===== config.mk =====
export PLATFORM = sky130hd
export DESIGN_NAME = phf_ctrl
export DESIGN_NICKNAME = d
export VERILOG_FILES = /design/src/rtl/phf_pkg.sv /design/src/rtl/phf_ctrl.sv
export SDC_FILE = /design/constraint.sdc
export NUM_CORES = 1
export LEC_CHECK = 0
export BUFFER_PORTS_ARGS = -buffer_cell sky130_fd_sc_hd__buf_2
export CORE_AREA = 2 2 39 41
export CTS_CLUSTER_SIZE = 25
export DETAILED_ROUTE_END_ITERATION = 12
export DIE_AREA = 0 0 41 43
export PLACE_DENSITY = 0.44
export REMOVE_ABC_BUFFERS = 1
export SLEW_MARGIN = 20
export SYNTH_ARGS = -nofsm -noshare
export SYNTH_HDL_FRONTEND = slang
export SYNTH_SLANG_ARGS = --single-unit
export TNS_END_PERCENT = 1

===== constraint.sdc =====
create_clock -name i_clk -period 1.05 [get_ports i_clk]
set_input_delay 0.315 -clock i_clk [delete_from_list [all_inputs] [get_ports i_clk]]
set_output_delay 0.315 -clock i_clk [all_outputs]
set_load 0.005 [all_outputs]

===== src/rtl/phf_pkg.sv =====
// Shared types and constants for the per-pad ADC histogram fill block.
// Used by phf_ctrl, phf_datapath and per_pad_adc_histogram_fill_core.
`default_nettype none

package phf_pkg;

    localparam int CTR_W    = 32;
    localparam int ADC_W    = 10;
    localparam int DET_IN_W = 2;
    localparam int ROW_W    = 4;
    localparam int COL_W    = 8;
    localparam int ROWS_W   = 5;
    localparam int RSLOT_W  = 5;
    localparam int PADF_W   = 13;
    localparam int SLOTF_W  = 11;

    localparam int S_TDATA_W = 40;
    localparam int M_TDATA_W = 64;

    localparam logic CMD_ACCUMULATE = 1'b0;
    localparam logic CMD_READ       = 1'b1;

    localparam logic REG_ADC_LOW  = 1'b0;
    localparam logic REG_ADC_HIGH = 1'b1;

    localparam logic [ADC_W-1:0] ADC_LOW_RESET  = 10'd0;
    localparam logic [ADC_W-1:0] ADC_HIGH_RESET = 10'd20;

    localparam logic [CTR_W-1:0] CTR_MAX = 32'hFFFF_FFFF;

    typedef struct packed {
        logic clear;
        logic capture;
        logic calc;
        logic addr;
        logic rd;
        logic upd;
    } t_ctl_cmd;

    typedef struct packed {
        logic clear_done;
        logic out_stall;
    } t_ctl_sts;

    function automatic logic [CTR_W-1:0] sat_inc(input logic [CTR_W-1:0] v);
        return (v == CTR_MAX) ? v : v + CTR_W'(1);
    endfunction

endpackage

`default_nettype wire


===== src/rtl/phf_ctrl.sv =====
// Controller state machine: memory clear sweep, then one item through
// calc, address, read and update steps. Depends on phf_pkg.
`default_nettype none

module phf_ctrl
    import phf_pkg::*;
(
    input  wire logic     i_clk,
    input  wire logic     i_rst_n,
    input  wire logic     i_s_tvalid,
    output logic          o_s_tready,
    input  wire t_ctl_sts i_sts,
    output t_ctl_cmd      o_cmd
);

    typedef enum logic [2:0] {
        S_CLEAR,
        S_IDLE,
        S_CALC,
        S_ADDR,
        S_READ,
        S_UPD
    } t_state;

    t_state r_state;
    t_state n_state;

    always_comb begin
        n_state = r_state;
        o_cmd   = '0;
        case (r_state)
            S_CLEAR: begin
                o_cmd.clear = 1'b1;
                if (i_sts.clear_done) begin
                    n_state = S_IDLE;
                end
            end
            S_IDLE: begin
                if (i_s_tvalid) begin
                    o_cmd.capture = 1'b1;
                    n_state       = S_CALC;
                end
            end
            S_CALC: begin
                o_cmd.calc = 1'b1;
                n_state    = S_ADDR;
            end
            S_ADDR: begin
                o_cmd.addr = 1'b1;
                n_state    = S_READ;
            end
            S_READ: begin
                o_cmd.rd = 1'b1;
                n_state  = S_UPD;
            end
            S_UPD: begin
                if (!i_sts.out_stall) begin
                    o_cmd.upd = 1'b1;
                    n_state   = S_IDLE;
                end
            end
            default: begin
                n_state = S_IDLE;
            end
        endcase
    end

    assign o_s_tready = (r_state == S_IDLE);

    always_ff @(posedge i_clk) begin
        if (!i_rst_n) begin
            r_state <= S_CLEAR;
        end else begin
            r_state <= n_state;
        end
    end

endmodule

`default_nettype wire


* Yosys cells after proc, flatten, opt, wreduce, memory -nomap -nowiden
Cells that the tools add are included.
** Word-level totals
- Register bits after elaboration :: 3
- Bits in latches :: 0
- Bits in writable memories :: 0
- Bits in read-only memories :: 0
- Input bits :: 5
- Output and inout bits :: 7
- Logic and storage cells :: 23
- Memories kept :: 0
** Operators by class
- Add/sub/neg operators :: 0
- $mul :: 0
- Div/mod/pow operators :: 0
- Magnitude comparators :: 0
- Equal/unequal tests :: 8
- Shift operators :: 0
- Multiplexer cells :: 12
- Bitwise operators :: 0
- Reduce and logical (&&, ||, !) cells :: 2
** Operator list (number)
- 3-bit one-hot mux with 6 select lines :: 1
- 3-bit 2-to-1 mux :: 3
- 1-bit 2-to-1 mux :: 8
- 3-bit by 2-bit == test with 1-bit output (second input constant) :: 2
- 3-bit == test (second input constant) :: 2
- 2-bit inequality test (second input constant) :: 3
- 3-bit by 1-bit == test with 1-bit output (second input constant) :: 1
- 3-bit zero test :: 1
- 3-bit AND reduction :: 1

* Depth between registers and ports, before layout
Gate-level depths: netlist (run 1).
- Depth after elaboration :: 3
- Gate-level depth with buffers :: 4

* Least setup slack after synthesis (run 1)
Ideal clock, no wire load.
- Path type :: flip-flop to output port
- From :: register r_state[1]
- To :: output o_cmd[0] in the netlist's numbering
- Arrival time :: 0.767 ns
- Required time :: 0.735 ns
- Path slack :: -0.032 ns
- Cell stages (with the launch flop) :: 4
- Path through :: dfxtp_1 buf_6 nand2b_4 nor3b_1
** RTL lines
- from (decl) :: RTL line phf_ctrl.sv:25 : t_state r_state;
- from (signal assigned) :: RTL line phf_ctrl.sv:74 : r_state <= n_state;
- to (decl) :: RTL line phf_ctrl.sv:13 : output t_ctl_cmd o_cmd

==> results of run 1 <==
==> power groups by stage <==
stage	combinational [W]	sequential (W)	clock, W
final	0.000133	0.000139	0.000209
after global routing	0.000149	0.000142	0.000226
after CTS	0.000134	0.000139	0.000218
after detailed placement	0.000124	0.000138	0
after global placement	0.000125	0.000138	0
after floorplan	0.0000479	0.000141	0
==> stage by stage <==
step	instances	hold WS, ns
after floorplan	23	0.4188
after global placement	60	0.5595
after detailed placement	60	0.5619
after CTS	64	0.3001
after global routing	64	0.3140
final	64	0.3046
==> cell families after synthesis <==
logic type	after synthesis	synth area share
flip-flops	3	0.2553
AO/OA/AOI/OAI	4	0.1596
AND/OR/NAND/NOR	15	0.4521
buffers and inverters	4	0.1329
==> per-layer routing <==
metal / global-route usage / up-vias / part of all wire
li1: - / 133 / -
met1: 0.1022 / 113 / 0.45
met2: 0.1313 / 14 / 0.41
met3: 0.06283 / 0 / 0.13
met4: 0.02000 / 0 / 0
met5: 0 / - / 0
==> worst max-delay path, delay by kind of cell (launching register included) <==
kind | cells | cell delay [ns]
buf+inv | 2 | 0.27
flops | 1 | 0.34
simple gates | 1 | 0.15
==> synthesized netlist by cell type, drive strengths merged <==
cell type	n	area [µm²]
dfxtp	3	60.06
o21ai	2	13.76
o41ai	1	16.27
nand2	1	3.750
and3b	1	8.760
o21a	1	7.510
buf	3	27.52
nand2b	2	20.02
nor2b	1	13.76
nor2	4	15.01
nor3b	4	35.03
inv	1	3.750
nor3	2	10.01
==> area by class of cell <==
cell class	instances	area share
clock buffers	4	0.06344
inverters	1	0.009063
multi-input cells	19	0.3958
flip-flops and latches	3	0.1601
well taps	16	0.04834
repair buffers	21	0.3233
==> how the worst max path moves through the flow <==
| stage | start | to |
|---|---|---|
| after floorplan | r_state[0] | o_cmd[0] |
| after global placement | r_state[0] | o_cmd[3] |
| after detailed placement | r_state[0] | o_cmd[3] |
| after CTS | r_state[1] | o_cmd[5] |
| after global routing | r_state[1] | o_cmd[0] |
| final | r_state[1] | o_cmd[5] |
==> what timing repair did <==
action,CTS,global route
pin swaps,1,1
setup buffers,0,0
endpoints found under the setup margin,8,8
gates resized for setup,9,0
==> cells in the final DEF (no fill, tap or decap) <==
master / n
o41ai_2: 1
buf_4: 9
o21ai_0: 1
clkbuf_4: 3
dfxtp_2: 2
nor2_1: 4
nor3_1: 1
o21ai_2: 1
buf_2: 11
nor2b_4: 1
buf_6: 1
nand2b_1: 1
and3b_1: 1
clkbuf_1: 1
o21a_1: 1
nand2b_4: 1
dfxtp_4: 1
inv_1: 1
nor3_2: 1
nand2_1: 1
nor3b_2: 4
==> summary.md, run 1 <==
| Metric | Value |
|---|---|
| Status | finished with violations |
| Failing checks | negative setup slack |
| Max Freq | 756.8 MHz |
| Final number of hold-violating endpoints | 0 |
| Reg clk slew, reported paths | 0.04 ns |
| Clock sinks | 3 |
| Final Net Count | 54 |
| CP Data Arrival Time | 1.01 ns |
| Hold path depth | 3 |
| Launch point of the worst hold path | i_rst_n |
| Initial DRC count | 5 |
| Required @ worst endpoint | 0.73 ns |
| Num ports | 12 |
| Ys Warns | 0 |
| Setup WS post-layout | -0.2714 ns |
| Fillers | 159 |
| Critical path's largest stage delay | 0.34 ns |
| Sw frac | 0.2746 |
| Worst-Margin Slew | ~0.23 ns |
| Multi-input logic area | 163.9 µm² |
| Core Region | 1384 µm² |
| Final HPWL DP | approximately 460 µm |
| Biggest register | r_state |
| Cell Int Power | 0.0003487 W |
| FF+latch count, synth | 3 |
| Setup TNS Final | -1.721 ns |
| Post-synthesis cell count | 26 |
| P&R area growth vs syn | 76.06% |
| Final setup fails | 7 |
| Tot Pwr | 0.0004807 W |
| Syn_area_per_cell | 9.047 µm² |
| FF-to-FF End | r_state[1] |
| Clock Path Buffers | 2 |
| Die area | 1763 µm² |
| Starting Density | 0.1700 |
| RR Startpoint | r_state[1] |
| Final min period | 1.321 ns |
| Critical Path Fanout Max | 7 |
| Largest net degree at the start of global routing | 9 |
| # diodes | 0 |
| Per-cell routed wire length | 9.313 µm |
| First-pass GRT wire length | 1.028 mm |
| Hold Path Sink | r_state[0] |
| Design Area, Final | 414.1 µm² |
| Vias in the first global route | 270 |
| Drt pass-1 iters | 2 |
| Clock Skews | 0.008193 ns |
| Number of flip-flops in the largest register | 3 |
| Number of routed nets with antenna violations | 0 |
| Chip width | 41 µm |
| Post-DR vias/cell | 4.063 |
| Pwr per Cell Area | ~1200 nW/µm² |
| Clock power frac | 0.434 |
| WL final | ~600 µm |
| CTS tree | built |
| Crit path capture type | output pin |
| Worst-Skew Late Latency | about 0.24 ns |
| Via Count | 260 |
| Pre-CTS setup slack | -0.09301 ns |
| CP startpoint kind | flip-flop |
| Share of total power in sequential cells | 0.289 |
| I/O Buffers | 11 |
| Rows | 14 |
| Overall Global Routing Usage | 0.08918 |
| Register area share after synthesis | 0.2553 |
| GPL Wtd Cong | 0.6499 |
| Max-slew violations | 0 |
| Post-DP Area | between 300 and 400 µm² |
| Cell Area, Synth | 235.2 µm² |
| CP Class | flip-flop to output pin |
| Die height | 43 µm |
| Worst slew margin | 0.8475 |
| DRC viols | 0 |
| Cells on worst reg2reg path | 4 |
| Hold Buf Count CTS | 0 |
| Biggest regs | r_state (3) |
| Crit path max-delay cell type | dfxtp_2 |
| Leakage | 0.2129 nW |
| R2R Setup Slk | 0.09 ns |
| Layout cell share with drive strength beyond 1 | 0.7500 |
| Cell variety after synth | 17 |
| Peak supply drop | 515.0 µV |
| Critical-path cell list | buf_4 -> nor3_2 -> buf_2 |
| Switching power | around 0.00013 W |
| CTS Root Cell | clkbuf_4 |
| Gr ovfl total | 0 |
| CTS buffer count | 3 |
| Final period utilization | 1.258 |
| Part of the power in combinational logic | 0.277 |
| Final core occ | 0.2993 |
| Antenna violations before repair | 0 |
| FF+latch area | 66.31 µm² |
| CTS H-tree lvls | 1 |
| Hold Path Class | input port to flip-flop |
| Number of max-cap violations | 0 |
| Setup repair after global routing missed its margin | true |
(Power assumes the default switching activity.)
==> run 2: changes to the inputs <==
--- a/config.mk
+++ b/config.mk
@@ -5,12 +5,13 @@
 export SDC_FILE = /design/constraint.sdc
 export NUM_CORES = 1
 export LEC_CHECK = 0
+export ABC_AREA = 1
 export BUFFER_PORTS_ARGS = -buffer_cell sky130_fd_sc_hd__buf_2
 export CORE_AREA = 2 2 39 41
 export CTS_CLUSTER_SIZE = 25
 export DETAILED_ROUTE_END_ITERATION = 12
 export DIE_AREA = 0 0 41 43
-export PLACE_DENSITY = 0.44
+export PLACE_DENSITY = 0.42
 export REMOVE_ABC_BUFFERS = 1
 export SLEW_MARGIN = 20
 export SYNTH_ARGS = -nofsm -noshare
==> summary.md, run 2 <==
| Metric | Value |
|---|---|
| Setup WS post-layout | -0.2554 ns |
| Hold Path Class | input port to flip-flop |
| Cell variety after synth | 15 |
| Critical-path cell list | nor4_2 -> buf_2 |
| Tot Pwr | 0.0005263 W |
| Pwr per Cell Area | about 1200 nW/µm² |
| GPL Wtd Cong | between 0.6 and 0.7 |
| Biggest register | r_state |
| CP Class | flip-flop to output pin |
| Leading cell type in the layout, fill and taps excluded | buf_2 |
| Worst-Skew Late Latency | 0.23 ns |
| DRC viols | 0 |
| P&R area growth vs syn | 104.2% |
| Final min period | 1.305 ns |
| First-pass GRT wire length | 1.028 mm |
| Number of max-cap violations | 0 |
| Register area share after synthesis | 0.2857 |
| Cell Area, Synth | 210.2 µm² |
| Starting Density | 0.1519 |
| # diodes | 0 |
| Critical Path Fanout Max | 5 |
| Design Area, Final | 429.2 µm² |
| Setup repair after global routing missed its margin | true |
| Max Freq | 766.0 MHz |
| Max-slew violations | 0 |
| Final setup fails | 8 |
| Chip width | 41 µm |
| Setup TNS Final | -1.606 ns |
| Number of routed nets with antenna violations | 0 |
| Post-synthesis cell count | 33 |
| Number of synthesized flops with an enable pin | 0 |
| Num ports | 12 |
| Main synth FF type | dfxtp_1 |
| WL final | a little under 600 µm |
| Top area cells in the synthesized netlist | dfxtp_1, inv_1, nor2_1 |
| Clock Path Buffers | 2 |
| Layout cell share with drive strength beyond 1 | 0.7018 |
| Biggest regs | r_state (3) |
| Overall Global Routing Usage | 0.08936 |
| I/O Buffers | 11 |
| Critical path's largest stage delay | 0.36 ns |
| CTS H-tree lvls | 1 |
| Required @ worst endpoint | 0.73 ns |
| Drt pass-1 iters | 2 |
| Post-DR vias/cell | roughly 3.8 |
| Antenna violations before repair | 0 |
| Gr ovfl total | 0 |
| Post-DP Area | 337.8 µm² |
| Vias in the first global route | 283 |
| Peak supply drop | 427.6 µV |
| Per-cell routed wire length | 8.041 µm |
| Final number of hold-violating endpoints | 0 |
| Ys Warns | 0 |
| FF+latch count, synth | 3 |
| Worst slew margin | 0.8800 |
| Rows | 14 |
| Status | finished with violations |
| Clock sinks | 3 |
| CTS tree | built |
| Top cells by count, synth | inv_1, nor2_1, dfxtp_1 |
| Synth top area share | 0.2857 |
| CTS buffer count | 3 |
| Highest-count cells in the layout ignoring fill and taps | buf_2, inv_1, buf_4, nor2_1, buf_6 |
| Crit path capture type | output pin |
| Leakage | 0.2261 nW |
| Via Count | 279 |
| CP startpoint kind | flip-flop |
| Reg clk slew, reported paths | 0.04 ns |
| Initial DRC count | 4 |
| Core Region | 1384 µm² |
| Syn_area_per_cell | 6.370 µm² |
| Final period utilization | 1.243 |
| Die area | 1763 µm² |
| Ys async rst share | 0 |
| Crit path max-delay cell type | dfxtp_4 |
| Hold Buf Count CTS | 0 |
| Worst-Margin Slew | around 0.18 ns |
| Failing checks | negative setup slack |
| Yosys top cell by area | dfxtp_1 |
| Number of flip-flops in the largest register | 3 |
| CTS Root Cell | clkbuf_4 |
| Die height | 43 µm |
| Final HPWL DP | roughly 450 µm |
| Final Net Count | 63 |
| Clock Skews | 0.003004 ns |
| Largest net degree at the start of global routing | 6 |
| CP Data Arrival Time | 0.99 ns |
run 2: cell count changes after synthesis, moves of 2 or more:
cell and delta:
buf_6 -2, nand2_2 +2, inv_2 +2, nor3b_1 -3
inv_1 +6, nand3_2 +2, nor2_1 +3
run 2: power breakdown:
group | internal (W) | leakage [nW] | total, W | switching [W]
combinational | 0.0000956 | 0.185 | 0.000185 | 0.0000896
sequential | 0.000126 | 0.0264 | 0.000142 | 0.0000162
clock | 0.000142 | 0.0150 | 0.000199 | 0.0000569
total | 0.000364 | 0.226 | 0.000526 | 0.000163
run 2: cells by family (layout without fill, tap and decap cells):
kind of cell / after synthesis / in the layout / synth area share
AO/OA/AOI/OAI: 2 / 2 / 0.05357
buffers and inverters: 10 / 34 / 0.1845
flip-flops: 3 / 3 / 0.2857
AND/OR/NAND/NOR: 18 / 18 / 0.4762
run 2: per-stage QoR:
stage,std cells,utilization,setup WS [ns],hold slack [ns]
after detailed placement,67,0.2441,-0.06713,0.5748
after global placement,67,0.2441,-0.09214,0.5712
after global routing,73,0.3101,-0.3272,0.3449
after floorplan,33,-,0.02219,0.4243
after CTS,73,0.3002,-0.2654,0.3204
final,73,0.3101,-0.2554,0.3242
run 2: metal layers:
layer | part of all wire | vias to the layer above | routed length [µm] | GRT usage
met3 | 0.055 | 0 | 32 | 0.04712
met4 | 0 | 0 | 0 | 0.04000
met2 | 0.56 | 4 | 328 | 0.1375
met1 | 0.39 | 125 | 226 | 0.09646
met5 | 0 | - | 0 | 0
li1 | - | 150 | - | -
run 2: cell type report:
type / count / area, µm²
clock buffers: 4 / 26.28
well taps: 16 / 20.02
repair buffers: 20 / 137.6
flip-flops and latches: 3 / 68.82
inverters: 10 / 38.79
multi-input cells: 20 / 137.6
fillers: 154 / 954.7
run 2: worst max-delay path: cells and delay by family (launching register included):
family | cells | cell delay, ns
flip-flops | 1 | 0.36
AND/OR/NAND/NOR | 1 | 0.25
buffers and inverters | 1 | 0.15
run 2: path summary, 6_finish.rpt:
path              start    endpoint  slack (ns)  cells past startpoint
max reg2reg  r_state[0]  r_state[2]       -0.04                      7
max          r_state[1]    o_cmd[0]       -0.26                      2
min             i_rst_n  r_state[2]        0.32                      3
min reg2reg  r_state[2]  r_state[2]        0.62                      2
run 2: timing repair:
item | 4_1_cts | 5_1_grt
pin swaps | 2 | 1
endpoints found under the setup margin | 8 | 10
setup buffers | 2 | 0
resized for setup | 12 | 4
==> run 3: changes to the inputs <==
--- a/config.mk
+++ b/config.mk
@@ -6,7 +6,7 @@
 export NUM_CORES = 1
 export LEC_CHECK = 0
 export ABC_AREA = 1
-export BUFFER_PORTS_ARGS = -buffer_cell sky130_fd_sc_hd__buf_2
+export BUFFER_PORTS_ARGS = -buffer_cell sky130_fd_sc_hd__buf_4
 export CORE_AREA = 2 2 39 41
 export CTS_CLUSTER_SIZE = 25
 export DETAILED_ROUTE_END_ITERATION = 12
==> summary.md, run 3 (same netlist as run 2, synthesis figures left out) <==
| Metric | Value |
|---|---|
| Setup WS post-layout | -0.2921 ns |
| Vias in the first global route | 265 |
| Post-DR vias/cell | 3.831 |
| First-pass GRT wire length | approximately 1.0 mm |
| Core Region | 1384 µm² |
| Die area | 1763 µm² |
| Crit path max-delay cell type | dfxtp_4 |
| Largest net degree at the start of global routing | 6 |
| Initial DRC count | 0 |
| WHS | approximately 0.32 ns |
| Cells on worst reg2reg path | 6 |
| CP top delay family | flip-flops |
| CTS Root Cell | clkbuf_4 |
| Design Area, Final | between 400 and 500 µm² |
| CP startpoint kind | flip-flop |
| Per-cell routed wire length | 8.563 µm |
| Critical-path cell list | nor4_4 -> buf_4 |
| Crit path capture type | output pin |
| Chip width | 41 µm |
| Final HPWL DP | about 450 µm |
| Worst setup endpoint | o_cmd[0] |
| CTS buffer count | 3 |
| Worst-Margin Slew | 0.2030 ns |
| Critical Path Fanout Max | 5 |
| Tot Pwr | 0.0005385 W |
| Rows | 14 |
| Drt pass-1 iters | 1 |
| Number of flip-flops in the largest register | 3 |
| Fillers | 158 |
| Worst-Skew Late Latency | between 0.2 and 0.25 ns |
| Biggest register | r_state |
| Gr ovfl total | 0 |
| Worst Path Buf+Inv | 1 |
| Biggest regs | r_state (3) |
| Leading cell type in the layout, fill and taps excluded | buf_4 |
| Required @ worst endpoint | 0.73 ns |
| CP Data Arrival Time | 1.03 ns |
| Final Net Count | 61 |
| Hold Path Class | input port to flip-flop |
| WP depth | 2 |
| R2R Setup Slk | 0 ns |
| Post-DP Area | around 370 µm² |
| Crit path from | r_state[1] |
| FF-to-FF End | r_state[0] |
| Finished Layout Cells | 71 |
| Dpl cells | 67 |
| Peak supply drop | 743.0 µV |
| Number of routed nets with antenna violations | 0 |
| Total setup buffers inserted after CTS | 0 |
| Clock Skews | 0.002966 ns |
| Failing checks | negative setup slack |
| Antenna violations before repair | 0 |
| Starting Density | 0.1519 |
| Final core occ | 0.3110 |
| Max Freq | 745.1 MHz |
| CTS H-tree lvls | 1 |
| Pwr per Cell Area | between 1000 and 1500 nW/µm² |
| Final number of hold-violating endpoints | 0 |
| I/O Buffers | 11 |
| Final setup fails | 7 |
| Reg clk slew, reported paths | ~0.04 ns |
| Final min period | 1.342 ns |
| CP Class | flip-flop to output pin |
| Die height | 43 µm |
| Hold Buf Count CTS | 0 |
| Worst slew margin | 0.8636 |
| # diodes | 0 |
| Via Count | 272 |
| Critical path's largest stage delay | 0.37 ns |
| Final period utilization | 1.278 |
| Status | finished with violations |
| DRC viols | 0 |
| Leakage | 0.2159 nW |
| Number of max-cap violations | 0 |
| GPL Wtd Cong | 0.6083 |
| RR Startpoint | r_state[2] |
| Max-slew violations | 0 |
| Highest-count cells in the layout ignoring fill and taps | buf_4, inv_1, nor2_1, inv_2, clkbuf_4 |
| Setup repair after global routing missed its margin | true |
| Layout cell share with drive strength beyond 1 | 0.6909 |
| Clock sinks | 3 |
| Overall Global Routing Usage | 0.09328 |
| Clock Path Buffers | 2 |
| P&R area growth vs syn | 104.8% |
| Num ports | 12 |
| CTS tree | built |
| WL final | between 600 and 700 µm |
## run 3: worst register-to-register path: stages (launching register included)
cell	delay (ns)
dfxtp_2	0.38
inv_2	0.08
buf_4	0.13
nand3_1	0.11
nand3_2	0.09
nor2_1	0.10
nor2_1	0.05
## run 3: power breakdown
group | total, W | internal (W) | switching (W)
Clock | 0.000205 | 0.000143 | 0.0000622
Sequential | 0.000145 | 0.000127 | 0.0000174
Combinational | 0.000189 | 0.0000999 | 0.0000890
## run 3: per-stage QoR
step | setup TNS (ns) | setup WS, ns
2_1_floorplan | 0 | 0.02219
3_5_place_dp | -0.5651 | -0.1383
5_1_grt | -2.304 | -0.3299
6_report | -1.722 | -0.2921
3_3_place_gp | -0.6742 | -0.1249
4_1_cts | -1.847 | -0.2894
## run 3: per-layer routing
metal / GRT usage / part of all wire
met1: 0.09615 / 0.41
met2: 0.1313 / 0.53
met3: 0.07853 / 0.054
met4: 0.04000 / 0
met5: 0 / 0
## run 3: worst min-delay path by stage
stage	from	endpoint	slack [ns]	cells past startpoint
2_1_floorplan	i_rst_n	r_state[2]	0.42	2
3_3_place_gp	i_rst_n	r_state[2]	0.58	3
3_5_place_dp	i_rst_n	r_state[2]	0.57	3
4_1_cts	i_rst_n	r_state[2]	0.32	3
5_1_grt	i_rst_n	r_state[2]	0.32	3
6_report	i_rst_n	r_state[2]	0.32	3
## run 3: layout make-up
cell class | count | area (µm²) | area share
clock buffer | 4 | 26.28 | 0.06105
timing repair buffer | 18 | 135.1 | 0.3140
tap | 16 | 20.02 | 0.04651
multi-input combinational | 20 | 143.9 | 0.3343
sequential | 3 | 66.31 | 0.1541
inverter | 10 | 38.79 | 0.09012
## run 3: timing repair
| action | in CTS | in global routing |
|---|---|---|
| endpoints found under the setup margin | 10 | 10 |
| endpoints found under the hold margin | 0 | 0 |
| resized for setup | 7 | 5 |
